**src/rgar_pkg.sv**
```systemverilog
// Shared types and constants for the read gene assignment resolver.
package rgar_pkg;

  localparam int GENE_W       = 15;
  localparam int SCORE_W      = 16;
  localparam int MISMATCH_W   = 11;
  localparam int CARRIED_SLOTS = 4;
  localparam int QUEUE_DEPTH  = 4;
  localparam int QPTR_W       = $clog2(QUEUE_DEPTH);
  localparam int QCNT_W       = $clog2(QUEUE_DEPTH + 1);

  // which running-best track a candidate feeds
  localparam logic [1:0] KIND_NONE    = 2'd0;
  localparam logic [1:0] KIND_PROBE   = 2'd1;
  localparam logic [1:0] KIND_GENOMIC = 2'd2;

  typedef logic [GENE_W-1:0] gene_t;

  // classified candidate, as held in the queue
  typedef struct packed {
    logic [1:0]                kind;
    logic signed [SCORE_W-1:0] score;
    gene_t                     gene;
    logic                      multi;
    logic                      last;
  } entry_t;

endpackage

```
**src/rgar_front.sv**
```systemverilog
// Front end: scores one candidate and reduces its gene list.
module rgar_front #(
  parameter int SLOTS = 4
) (
  input  logic                         candidate_valid,
  input  logic                         is_genomic,
  input  logic                         probe_check_ok,
  input  logic signed [15:0]           align_score,
  input  logic signed [10:0]           mismatch_count,
  input  logic [14:0]                  primary_gene,
  input  logic [14:0]                  extra_gene_0,
  input  logic [14:0]                  extra_gene_1,
  input  logic [14:0]                  extra_gene_2,
  input  logic [14:0]                  extra_gene_3,
  input  logic                         last_of_read,
  output rgar_pkg::entry_t             entry,
  output logic                         keep
);
  import rgar_pkg::*;

  localparam int USED = (SLOTS < CARRIED_SLOTS) ? SLOTS : CARRIED_SLOTS;

  gene_t                     genes [0:CARRIED_SLOTS];
  gene_t                     first;
  logic                      multi;
  logic signed [SCORE_W-1:0] nm_ext;
  logic signed [SCORE_W-1:0] score;
  logic [1:0]                kind;

  always_comb begin
    genes[0] = (USED > 0) ? extra_gene_0 : '0;
    genes[1] = (USED > 1) ? extra_gene_1 : '0;
    genes[2] = (USED > 2) ? extra_gene_2 : '0;
    genes[3] = (USED > 3) ? extra_gene_3 : '0;
    // primary gene counts for probe alignments only, after the extras
    genes[CARRIED_SLOTS] = is_genomic ? '0 : primary_gene;
  end

  always_comb begin
    first = '0;
    for (int i = 0; i <= CARRIED_SLOTS; i++) begin
      if (first == '0) begin
        first = genes[i];
      end
    end
    multi = 1'b0;
    for (int i = 0; i <= CARRIED_SLOTS; i++) begin
      if (genes[i] != '0 && genes[i] != first) begin
        multi = 1'b1;
      end
    end
  end

  always_comb begin
    nm_ext = {{(SCORE_W-MISMATCH_W){mismatch_count[MISMATCH_W-1]}}, mismatch_count};
    if (align_score != '0) begin
      score = align_score;
    end else if (!mismatch_count[MISMATCH_W-1]) begin
      score = SCORE_W'(16'sd0 - nm_ext);
    end else begin
      score = '0;
    end
  end

  always_comb begin
    kind = KIND_NONE;
    if (candidate_valid && first != '0) begin
      if (is_genomic) begin
        kind = KIND_GENOMIC;
      end else if (probe_check_ok) begin
        kind = KIND_PROBE;
      end
    end
  end

  assign entry.kind  = kind;
  assign entry.score = score;
  assign entry.gene  = first;
  assign entry.multi = multi;
  assign entry.last  = last_of_read;
  // items with no effect on any track and no end mark are dropped here
  assign keep = last_of_read || (kind != KIND_NONE);

endmodule

```
**src/rgar_queue.sv**
```systemverilog
// Small queue between the front end and the resolving back end.
module rgar_queue (
  input  logic             clk,
  input  logic             rst,
  input  logic             push,
  input  rgar_pkg::entry_t push_data,
  input  logic             pop,
  output logic             full,
  output logic             head_valid,
  output rgar_pkg::entry_t head
);
  import rgar_pkg::*;

  entry_t             slots [0:QUEUE_DEPTH-1];
  logic [QPTR_W-1:0]  wr_ptr;
  logic [QPTR_W-1:0]  rd_ptr;
  logic [QCNT_W-1:0]  count;

  always_ff @(posedge clk) begin
    if (push) begin
      slots[wr_ptr] <= push_data;
    end
  end

  always_ff @(posedge clk) begin
    if (rst) begin
      wr_ptr <= '0;
      rd_ptr <= '0;
      count  <= '0;
    end else begin
      if (push) begin
        wr_ptr <= wr_ptr + 1'b1;
      end
      if (pop) begin
        rd_ptr <= rd_ptr + 1'b1;
      end
      if (push && !pop) begin
        count <= count + 1'b1;
      end else if (pop && !push) begin
        count <= count - 1'b1;
      end
    end
  end

  assign full       = (count == QCNT_W'(QUEUE_DEPTH));
  assign head_valid = (count != '0);
  assign head       = slots[rd_ptr];

endmodule

```
**src/rgar_back.sv**
```systemverilog
// Back end: running-best tracks per read and the output register.
module rgar_back (
  input  logic             clk,
  input  logic             rst,
  input  logic             head_valid,
  input  rgar_pkg::entry_t head,
  output logic             pop,
  output logic             out_valid,
  input  logic             out_stall,
  output logic [14:0]      resolved_gene
);
  import rgar_pkg::*;

  logic                      probe_seen, probe_seen_next;
  logic signed [SCORE_W-1:0] probe_best_score, probe_best_score_next;
  gene_t                     probe_gene, probe_gene_next;
  logic                      probe_ambiguous, probe_ambiguous_next;
  logic                      genomic_seen, genomic_seen_next;
  logic signed [SCORE_W-1:0] genomic_best_score, genomic_best_score_next;
  gene_t                     genomic_gene, genomic_gene_next;
  logic                      genomic_conflict, genomic_conflict_next;
  gene_t                     result;

  // a read end needs the output register free or draining
  assign pop = head_valid && (!head.last || !out_valid || !out_stall);

  always_comb begin
    probe_seen_next         = probe_seen;
    probe_best_score_next   = probe_best_score;
    probe_gene_next         = probe_gene;
    probe_ambiguous_next    = probe_ambiguous;
    genomic_seen_next       = genomic_seen;
    genomic_best_score_next = genomic_best_score;
    genomic_gene_next       = genomic_gene;
    genomic_conflict_next   = genomic_conflict;
    case (head.kind)
      KIND_PROBE: begin
        if (!probe_seen || head.score > probe_best_score) begin
          probe_seen_next       = 1'b1;
          probe_best_score_next = head.score;
          probe_gene_next       = head.gene;
          probe_ambiguous_next  = head.multi;
        end else if (head.score == probe_best_score) begin
          if (head.multi || head.gene != probe_gene) begin
            probe_ambiguous_next = 1'b1;
          end
        end
      end
      KIND_GENOMIC: begin
        if (!genomic_seen || head.score > genomic_best_score) begin
          genomic_seen_next       = 1'b1;
          genomic_best_score_next = head.score;
          genomic_gene_next       = head.gene;
          genomic_conflict_next   = head.multi;
        end else if (head.score == genomic_best_score) begin
          if (head.multi || head.gene != genomic_gene) begin
            genomic_conflict_next = 1'b1;
          end
        end
      end
      default: begin
      end
    endcase
  end

  // probe track wins whenever it has anything
  always_comb begin
    result = '0;
    if (probe_seen_next) begin
      result = probe_ambiguous_next ? '0 : probe_gene_next;
    end else if (genomic_seen_next) begin
      result = genomic_conflict_next ? '0 : genomic_gene_next;
    end
  end

  always_ff @(posedge clk) begin
    if (rst) begin
      probe_seen         <= 1'b0;
      probe_best_score   <= '0;
      probe_gene         <= '0;
      probe_ambiguous    <= 1'b0;
      genomic_seen       <= 1'b0;
      genomic_best_score <= '0;
      genomic_gene       <= '0;
      genomic_conflict   <= 1'b0;
    end else if (pop) begin
      if (head.last) begin
        probe_seen         <= 1'b0;
        probe_best_score   <= '0;
        probe_gene         <= '0;
        probe_ambiguous    <= 1'b0;
        genomic_seen       <= 1'b0;
        genomic_best_score <= '0;
        genomic_gene       <= '0;
        genomic_conflict   <= 1'b0;
      end else begin
        probe_seen         <= probe_seen_next;
        probe_best_score   <= probe_best_score_next;
        probe_gene         <= probe_gene_next;
        probe_ambiguous    <= probe_ambiguous_next;
        genomic_seen       <= genomic_seen_next;
        genomic_best_score <= genomic_best_score_next;
        genomic_gene       <= genomic_gene_next;
        genomic_conflict   <= genomic_conflict_next;
      end
    end
  end

  always_ff @(posedge clk) begin
    if (rst) begin
      out_valid <= 1'b0;
    end else if (pop && head.last) begin
      out_valid <= 1'b1;
    end else if (!out_stall) begin
      out_valid <= 1'b0;
    end
  end

  always_ff @(posedge clk) begin
    if (pop && head.last) begin
      resolved_gene <= result;
    end
  end

  a_last_gives_result: assert property (@(posedge clk) disable iff (rst)
    (pop && head.last) |=> out_valid)
    else $error("read end popped without a result");

  a_clear_after_read: assert property (@(posedge clk) disable iff (rst)
    (pop && head.last) |=> (!probe_seen && !genomic_seen && !probe_ambiguous
                            && !genomic_conflict))
    else $error("track state not cleared after read end");

  a_no_overwrite: assert property (@(posedge clk) disable iff (rst)
    (out_valid && out_stall) |-> !(pop && head.last))
    else $error("pending result overwritten");

  a_flags_need_seen: assert property (@(posedge clk) disable iff (rst)
    (!probe_ambiguous || probe_seen) && (!genomic_conflict || genomic_seen))
    else $error("ambiguity flag set on an empty track");

endmodule

```
**src/read_gene_assignment_resolver_top.sv**
```systemverilog
// Top level of the read gene assignment resolver.
//
// Takes the alignment candidates of one read, one request per cycle unless
// stalled, and returns one resolved gene index on the request marked
// last_of_read (0 means the read is dropped or has no gene). A candidate
// scores with its alignment score, or minus its mismatch count when the
// score is zero and the count is known, else zero. Probe candidates that
// pass the shape check and carry a gene feed the probe track; the top probe
// score must reduce to one distinct gene. Genomic candidates with an extra
// gene feed the genomic track, used only when no probe candidate qualified;
// every top genomic candidate must carry one distinct extra gene and all
// must agree. Rate: one request per cycle sustained while in_stall is low.
// The front end scores and classifies a request in the cycle it is
// accepted and writes it into a four-entry queue; the back end pops one
// entry per cycle into the running-best registers unless a read end waits
// on a stalled output register. Requests with no end mark that feed no
// track are dropped at the front end. in_stall rises only when the queue is
// full, which happens only while out_stall holds back a read end.
module read_gene_assignment_resolver_top #(
  parameter int EXTRA_GENE_SLOTS = 4   // extra slots examined, up to 4; larger values act as 4
) (
  input  logic               clk,
  input  logic               rst,
  // candidate channel
  input  logic               in_valid,
  output logic               in_stall,
  input  logic               candidate_valid,
  input  logic               is_genomic,
  input  logic               probe_check_ok,
  input  logic signed [15:0] align_score,
  input  logic signed [10:0] mismatch_count,
  input  logic [14:0]        primary_gene,
  input  logic [14:0]        extra_gene_0,
  input  logic [14:0]        extra_gene_1,
  input  logic [14:0]        extra_gene_2,
  input  logic [14:0]        extra_gene_3,
  input  logic               last_of_read,
  // result channel
  output logic               out_valid,
  input  logic               out_stall,
  output logic [14:0]        resolved_gene
);
  import rgar_pkg::*;

  entry_t front_entry;
  logic   front_keep;
  logic   q_push;
  logic   q_full;
  logic   q_pop;
  logic   q_head_valid;
  entry_t q_head;

  // classify the incoming candidate
  rgar_front #(
    .SLOTS (EXTRA_GENE_SLOTS)
  ) u_front (
    .candidate_valid (candidate_valid),
    .is_genomic      (is_genomic),
    .probe_check_ok  (probe_check_ok),
    .align_score     (align_score),
    .mismatch_count  (mismatch_count),
    .primary_gene    (primary_gene),
    .extra_gene_0    (extra_gene_0),
    .extra_gene_1    (extra_gene_1),
    .extra_gene_2    (extra_gene_2),
    .extra_gene_3    (extra_gene_3),
    .last_of_read    (last_of_read),
    .entry           (front_entry),
    .keep            (front_keep)
  );

  // stall depends only on registered queue occupancy
  assign in_stall = q_full;
  assign q_push   = in_valid && !q_full && front_keep;

  rgar_queue u_queue (
    .clk        (clk),
    .rst        (rst),
    .push       (q_push),
    .push_data  (front_entry),
    .pop        (q_pop),
    .full       (q_full),
    .head_valid (q_head_valid),
    .head       (q_head)
  );

  // running bests and result register
  rgar_back u_back (
    .clk           (clk),
    .rst           (rst),
    .head_valid    (q_head_valid),
    .head          (q_head),
    .pop           (q_pop),
    .out_valid     (out_valid),
    .out_stall     (out_stall),
    .resolved_gene (resolved_gene)
  );

endmodule

```
**config.mk**
```make
export PLATFORM = sky130hd
export DESIGN_NAME = read_gene_assignment_resolver_top
export DESIGN_NICKNAME = d
export VERILOG_FILES = /design/src/rgar_pkg.sv /design/src/rgar_front.sv /design/src/rgar_queue.sv /design/src/rgar_back.sv /design/src/read_gene_assignment_resolver_top.sv
export SDC_FILE = /design/constraint.sdc
export NUM_CORES = 1
export LEC_CHECK = 0
export BUFFER_PORTS_ARGS = -buffer_cell sky130_fd_sc_hd__buf_4
export CAP_MARGIN = 25
export CORE_MARGIN = 2
export CORE_UTILIZATION = 45
export CTS_CLUSTER_SIZE = 10
export DETAILED_ROUTE_END_ITERATION = 16
export PLACE_DENSITY = 0.68
export SYNTH_ARGS = -nofsm -noshare
export SYNTH_HDL_FRONTEND = slang
export SYNTH_HIERARCHICAL = 1
export SYNTH_SLANG_ARGS = --single-unit
```
**constraint.sdc**
```tcl
create_clock -name clk -period 5.62 [get_ports clk]
set_input_delay 0.281 -clock clk [delete_from_list [all_inputs] [get_ports clk]]
set_output_delay 0.281 -clock clk [all_outputs]
set_load 0.02 [all_outputs]
```
==> results.sh, run 1 <==
export IMPL_pre_cts_ws_ns=0.672
export IMPL_die_h_um=171
export IMPL_antenna_cells=0
export IMPL_grt_pass1_vias=9223
export IMPL_finalCritPeriodShare=0.787
export IMPL_die_area_sq_mm=0.0292
export IMPL_drive_above_1_share=0.217
export IMPL_rsz0062_at_grt="false"
export IMPL_layout_common_cells="edfxtp_1, buf_4, dfxtp_1"
export IMPL_peakVddDrop_mv=0.269
export IMPL_cts_hold_buf=1
export IMPL_io_pins=127
export IMPL_worst_setup_path_start_kind="input port"
export IMPL_hold_viol=0
export IMPL_critPathRequiredTime_ns=6.07
export IMPL_synthCells=1029
export IMPL_cts_resized=0
export IMPL_critPathKind="in2reg"
export IMPL_synthesis_area_sq_mm=0.0125
export IMPL_antenna_found_initial=0
export IMPL_gp_congestion=0.973
export IMPL_cts_tree="built"
export IMPL_initial_utilization=0.454
export IMPL_numPortBuffers=126
export IMPL_max_slew_margin=0.305
export IMPL_dp_cells=1508
export IMPL_rr_worst_depth=9
export IMPL_p_total_w=0.00607
export IMPL_setup_violations=0
export IMPL_cp_slowest_cell="o31ai_1"
export IMPL_cts_root_buf="clkbuf_16"
export IMPL_syn_area_per_cell_sq_um=12.2
export IMPL_hold_start="out_stall"
export IMPL_whs_path_depth=3
export IMPL_cts_buffers=27
export IMPL_routedWlPerCell_um=21.6
export IMPL_final_fill_count=2414
export IMPL_h_tree_depth=1
export IMPL_cts_num_sinks=231
export IMPL_drtPass1Iterations=6
export IMPL_ys_seq_area_frac=0.493
export IMPL_p_per_area_mw_per_mm2=414
export IMPL_slew_viol_final=0
export IMPL_use_met3=0.0349
export IMPL_end_kind="flop"
export IMPL_hold_path_class="in2reg"
export IMPL_routed_via_density=6.03
export IMPL_setup_tns_final_ns=0
export IMPL_hpwl_um=24600
export IMPL_post_cts_buffers=0
export IMPL_holdPathEnd="u_back/out_valid$_SDFFE_PP0P_"
export IMPL_ys_flop_type="edfxtp_1"
export IMPL_core_sq_mm=0.0276
export IMPL_vias=9398
export IMPL_worst_r2r_endpoint="u_back/resolved_gene[11]$_DFFE_PP_"
export IMPL_drt_iter0_markers=1007
export IMPL_p_leak_nw=5.33
export IMPL_worstPathArrival_ns=4.88
export IMPL_status="complete, no violations"
export IMPL_areaGrowthSynthToFinish_pct=17.1
export IMPL_synth_warnings=6
export IMPL_finalClockSkew_ns=0.00947
export IMPL_slowest_delay_ns=0.85
export IMPL_instances_no_fill=1558
export IMPL_drc_errors=0
export IMPL_async_flop_share=0
export IMPL_grt_use_met2=0.357
export IMPL_grt_pass1_wl_um=52600
export IMPL_final_antenna_net_count=0
export IMPL_grt_overflow=0
export IMPL_final_common_cell="edfxtp_1"
export IMPL_cp_max_fo=19
export IMPL_rrSetupSlack_ns=1.23
export IMPL_clk_path_buf_depth=3
export IMPL_fp_row_count=61
export IMPL_busiest_layer="met2"
export IMPL_clk_latency_ns=0.52
export IMPL_fmax_ghz=0.226
export IMPL_ys_seq_elements=231
export IMPL_grt_max_degree=32
export IMPL_synth_edf_count=155
export IMPL_max_cap_violations=0
export IMPL_cts_clk_slew_worst_paths_ns=0.06
export IMPL_crit_chain="buf_4 -> nor4_2 -> nand4_1 -> nor4_2 -> o21ai_4 -> o31ai_1 -> or3_1 -> o41ai_2 -> o21bai_1 -> and3b_1 -> ha_1 -> inv_1 -> fa_1 -> xor2_1 -> or3_1 -> a21oi_1"
export IMPL_synth_nets=1178
export IMPL_post_route_min_period_ns=4.43
export IMPL_grt_use_total=0.233
export IMPL_worst_slack_ns=1.19
export IMPL_timing_hold_ws_ns=0.0258
export IMPL_met1_usage=0.338
export IMPL_wl_um=33700
export IMPL_synth_cell_type_count=96
export IMPL_max_slew_worst_pin_slew_ns=1.04
export IMPL_die_w_um=171
export IMPL_nNetsFinal=1309
[through the flow]
step | utilization | cell area [sq um]
2_1_floorplan | - | 12500
3_3_place_gp | 0.502 | 13900
3_5_place_dp | 0.502 | 13900
4_1_cts | 0.531 | 14700
5_1_grt | 0.531 | 14700
6_report | 0.531 | 14700
[cells in the mapped netlist (6+ instances only)]
cell type  count  share of area
nor2_1        45          0.013
nand3_1       19         0.0076
buf_2         19         0.0076
nand2b_1       8         0.0040
buf_6          7         0.0063
inv_1         67          0.020
nand2_1       26         0.0078
nor4_1        28          0.014
edfxtp_1     155           0.37
or4_1          6         0.0036
nor2b_1        6         0.0030
or2_2          7         0.0035
a31oi_1       15         0.0075
dfxtp_1       76           0.12
ha_1          38          0.038
or3_1         11         0.0055
a221oi_1       8         0.0056
and2_1         6         0.0030
clkbuf_1      17         0.0051
a21o_1        19          0.011
mux2i_1       33          0.026
o21ai_0       10         0.0040
mux4_2        30          0.054
o31ai_1       15         0.0090
o21a_1         6         0.0036
a22o_1        59          0.041
nor3_1        14         0.0056
xnor2_1       28          0.020
nand4_1       21          0.010
xor2_1        47          0.033
o22ai_1       24          0.012
a21oi_1       33          0.013
[worst max path at each step]
stage                    startpoint                                 to  slack (ns)  cells after the start
floorplan           extra_gene_0[2]      u_queue/count[2]$_SDFFE_PP0P_        1.68                     16
global placement    extra_gene_0[2]      u_queue/count[2]$_SDFFE_PP0P_        0.78                     16
detailed placement  extra_gene_0[2]      u_queue/count[2]$_SDFFE_PP0P_        0.67                     16
CTS                            flop  u_back/probe_gene[9]$_SDFFE_PP0P_        1.19                     10
global route        extra_gene_0[2]      u_queue/count[2]$_SDFFE_PP0P_        0.77                     16
finish              extra_gene_0[2]      u_queue/count[2]$_SDFFE_PP0P_        1.19                     16
[power by group]
part | total [W] | internal [W] | switching (W)
combinational | 0.00228 | 0.000953 | 0.00133
clock | 0.00157 | 0.000939 | 0.000632
sequential | 0.00222 | 0.00207 | 0.000151
total | 0.00607 | 0.00396 | 0.00211
[logic make-up (layout without fill, tap and decap cells)]
group	Yosys count	after routing	synth area share
buffers and inverters	124	275	0.0487
AOI/OAI and AO/OA	266	266	0.170
DFF	231	231	0.493
xor gates and xnor gates	75	75	0.0524
muxes	68	68	0.0907
and+or+nand+nor	226	226	0.106
adders and majority gates	39	39	0.0395
[worst max-delay path: cells and delay by family]
| kind | cells | cell delay, ns |
|---|---|---|
| AND/OR/NAND/NOR | 6 | 2.09 |
| adder cells (fa/ha/maj) | 2 | 0.62 |
| XOR/XNOR | 1 | 0.18 |
| AO/OA/AOI/OAI | 5 | 1.52 |
| buffers and inverters | 2 | 0.18 |
[area by class of cell]
cell class                 count  area [sq um]  share of cell area
sequential                   231          6180               0.421
timing repair buffer         157          1230              0.0839
inverter                      69           259              0.0177
clock inverter                 2          33.8             0.00230
tap                          378           473              0.0322
multi-input combinational    674          5750               0.392
clock buffer                  47           751              0.0512
[registers in the layout (all words and copies together) (netlist names), 3 cells and up, named ones only]
register	cells
u_back/genomic_best_score	16
u_back/genomic_gene	15
u_back/probe_best_score	16
u_back/probe_gene	15
u_back/resolved_gene	15
u_queue/count	3
u_queue/slots	140
[per-layer routing]
metal	part of all wire	vias up	wire length, um
met5	0	-	0
met2	0.44	415	14800
met1	0.45	4574	15000
met4	0.040	0	1340
li1	-	4304	-
met3	0.074	105	2510
No activity file was read; power rests on OpenSTA's default activity.
==> run 2, diff against run 1 <==
- ABC_AREA: unset -> 1
- PLACE_DENSITY: 0.68 -> 0.7
- clock period: 5.62 -> 3.7 ns (I/O delays scaled with it)
==> run 2 against run 1 <==
Compared with the run above: the flow now finishes with violations (setup timing); area after synthesis is 12% higher; largest power group unchanged; critical path type unchanged; global-route usage grew 1.5 points; via count rose by 47%; non-clock buffer count increased by 158; sequential power increased by 59%; combinational power rose to 2.8 times the previous value; highest routed layer unchanged; worst setup slack worse by 1.7 ns; sequential share of layout area fell by 8.0 points; core utilization up 6.0 points.
==> results.sh, run 2 <==
export IMPL_slew_viol_final=0
export IMPL_slowest_delay_ns=0.36
export IMPL_gp_congestion=0.993
export IMPL_synth_warnings=6
export IMPL_max_cap_violations=0
export IMPL_ys_top_cells_by_area="edfxtp_1, nand2_1, dfxtp_1"
export IMPL_grt_pass1_wl_um=65800
export IMPL_clk_latency_ns=0.52
export IMPL_synth_top_cells_by_count="nand2_1, inv_1, nand3_1"
export IMPL_cts_num_sinks=231
export IMPL_end_kind="flop"
export IMPL_multiInputGateArea_sq_mm=0.00696
export IMPL_clk_path_buf_depth=3
export IMPL_worst_setup_path_start_kind="input port"
export IMPL_critPathRequiredTime_ns=4.16
export IMPL_io_pins=127
export IMPL_max_slew_worst_pin_slew_ns=0.909
export IMPL_async_flop_share=0
export IMPL_drt_iter0_markers=1276
export IMPL_final_common_cell="nand2_1"
export IMPL_finalCritPeriodShare=1.15
export IMPL_reg_largest_list="u_queue/slots (140), u_back/genomic_best_score (16), u_back/probe_best_score (16)"
export IMPL_die_h_um=181
export IMPL_routedWlPerCell_um=16.3
export IMPL_register_area_sq_mm=0.00618
export IMPL_fin_util=0.591
export IMPL_cp_max_fo=8
export IMPL_vias=13800
export IMPL_initial_utilization=0.458
export IMPL_instances_no_fill=2597
export IMPL_nNetsFinal=2329
export IMPL_peakVddDrop_mv=0.456
export IMPL_cts_tree="built"
export IMPL_routed_via_density=5.31
export IMPL_pre_cts_ws_ns=-0.999
export IMPL_syn_area_per_cell_sq_um=7.38
export IMPL_synthesis_area_sq_mm=0.0140
export IMPL_hold_path_class="in2reg"
export IMPL_numPortBuffers=126
export IMPL_final_fill_count=2722
export IMPL_h_tree_depth=1
export IMPL_core_sq_mm=0.0307
export IMPL_cts_clk_slew_worst_paths_ns=0.06
export IMPL_hold_viol=0
export IMPL_ys_seq_area_frac=0.440
export IMPL_dp_cells=2522
export IMPL_grt_max_degree=40
export IMPL_worstPathArrival_ns=4.70
export IMPL_wl_um=42400
export IMPL_max_slew_margin=0.389
export IMPL_post_route_min_period_ns=4.24
export IMPL_cts_root_buf="clkbuf_16"
export IMPL_layout_common_cells="nand2_1, buf_4, inv_1"
export IMPL_drtPass1Iterations=6
export IMPL_final_antenna_net_count=0
export IMPL_areaGrowthSynthToFinish_pct=29.2
export IMPL_cts_buffers=27
export IMPL_ys_seq_elements=231
export IMPL_die_area_sq_mm=0.0326
export IMPL_grt_pass1_vias=13000
export IMPL_cp_slowest_cell="fa_2"
export IMPL_failed_checks="setup timing"
export IMPL_p_total_w=0.0122
export IMPL_yosysMostFrequentCell="nand2_1"
export IMPL_die_w_um=181
export IMPL_synth_nets=2052
export IMPL_status="finished with violations"
export IMPL_p_per_area_mw_per_mm2=673
export IMPL_yosysTopAreaCell="edfxtp_1"
export IMPL_grt_overflow=0
export IMPL_setup_tns_final_ns=-55.93
export IMPL_largest_reg_flops=140
export IMPL_fp_row_count=64
export IMPL_worst_slack_ns=-0.538
export IMPL_hpwl_um=31300
export IMPL_synth_edf_count=155
export IMPL_top_register="u_queue/slots"
export IMPL_rsz0062_at_grt="true"
export IMPL_synth_top_cell_area_share=0.331
export IMPL_p_leak_nw=8.09
export IMPL_critPathKind="in2reg"
export IMPL_drive_above_1_share=0.234
export IMPL_grt_use_total=0.248
export IMPL_antenna_found_initial=0
export IMPL_finalClockSkew_ns=0.0107
export IMPL_drc_errors=0
export IMPL_synth_cell_type_count=41
export IMPL_fmax_ghz=0.236
export IMPL_synthCells=1903
export IMPL_ys_flop_type="edfxtp_1"
export IMPL_setup_violations=145
export IMPL_antenna_cells=0
[run 2: cell type report]
type	instances	share of cell area
multi-input combinational	1326	0.384
timing repair buffer	315	0.145
inverter	279	0.0588
clock inverter	1	0.000483
tap	396	0.0273
clock buffer	49	0.0440
sequential	231	0.341
[run 2: logic make-up after synthesis]
group / share of synthesized area
compound gates: 0.0970
simple gates: 0.320
buf+inv: 0.105
fa+ha+maj: 0.0353
xor+xnor: 0.00250
flops: 0.440
[run 2: what timing repair did]
item,4_1_cts,5_1_grt
pin swaps,4,46
setup buffers,9,10
hold buffers,1,0
hold endpoints to repair,4,0
resized for setup,9,71
gates cloned,1,4
endpoints found under the setup margin,145,165
[run 2: worst paths after layout]
path | start | to | slack (ns) | depth (start not counted)
worst min register to register | u_queue/rd_ptr[1]$_SDFFE_PP0P_ | flop | 0.45 | 1
worst max register to register | flop | u_back/resolved_gene[4]$_DFFE_PP_ | 0.28 | 18
worst max-delay path | extra_gene_0[12] | u_queue/count[2]$_SDFFE_PP0P_ | -0.54 | 45
worst min-delay path | align_score[11] | u_queue/slots[3][28]$_DFFE_PP_ | 0.02 | 3
[run 2: metal layers]
| layer | vias up | GRT usage | part of all wire |
|---|---|---|---|
| met4 | 0 | 0.0916 | 0.038 |
| met5 | - | 0 | 0 |
| met3 | 103 | 0.0295 | 0.068 |
| li1 | 6803 | - | - |
| met2 | 573 | 0.423 | 0.47 |
| met1 | 6313 | 0.325 | 0.42 |
[run 2: report_power, final]
| part | switching, W | total, W | internal [W] |
|---|---|---|---|
| logic | 0.00417 | 0.00627 | 0.00209 |
| clock network | 0.000965 | 0.00240 | 0.00144 |
| registers | 0.000231 | 0.00354 | 0.00331 |
[run 2: metrics by stage]
| step | instance area (sq um) | hold WS, ns |
|---|---|---|
| after floorplan | 14400 | 0.257 |
| after global placement | 16800 | 0.428 |
| after detailed placement | 16800 | 0.436 |
| after CTS | 17700 | 0.00273 |
| after global routing | 18100 | 0.00948 |
| final | 18100 | 0.0215 |
[run 2: worst max-delay path, delay by kind of cell]
kind | cells | cell delay [ns]
adder cells (fa/ha/maj) | 2 | 0.52
AND/OR/NAND/NOR | 34 | 2.92
buffers and inverters | 9 | 1.06
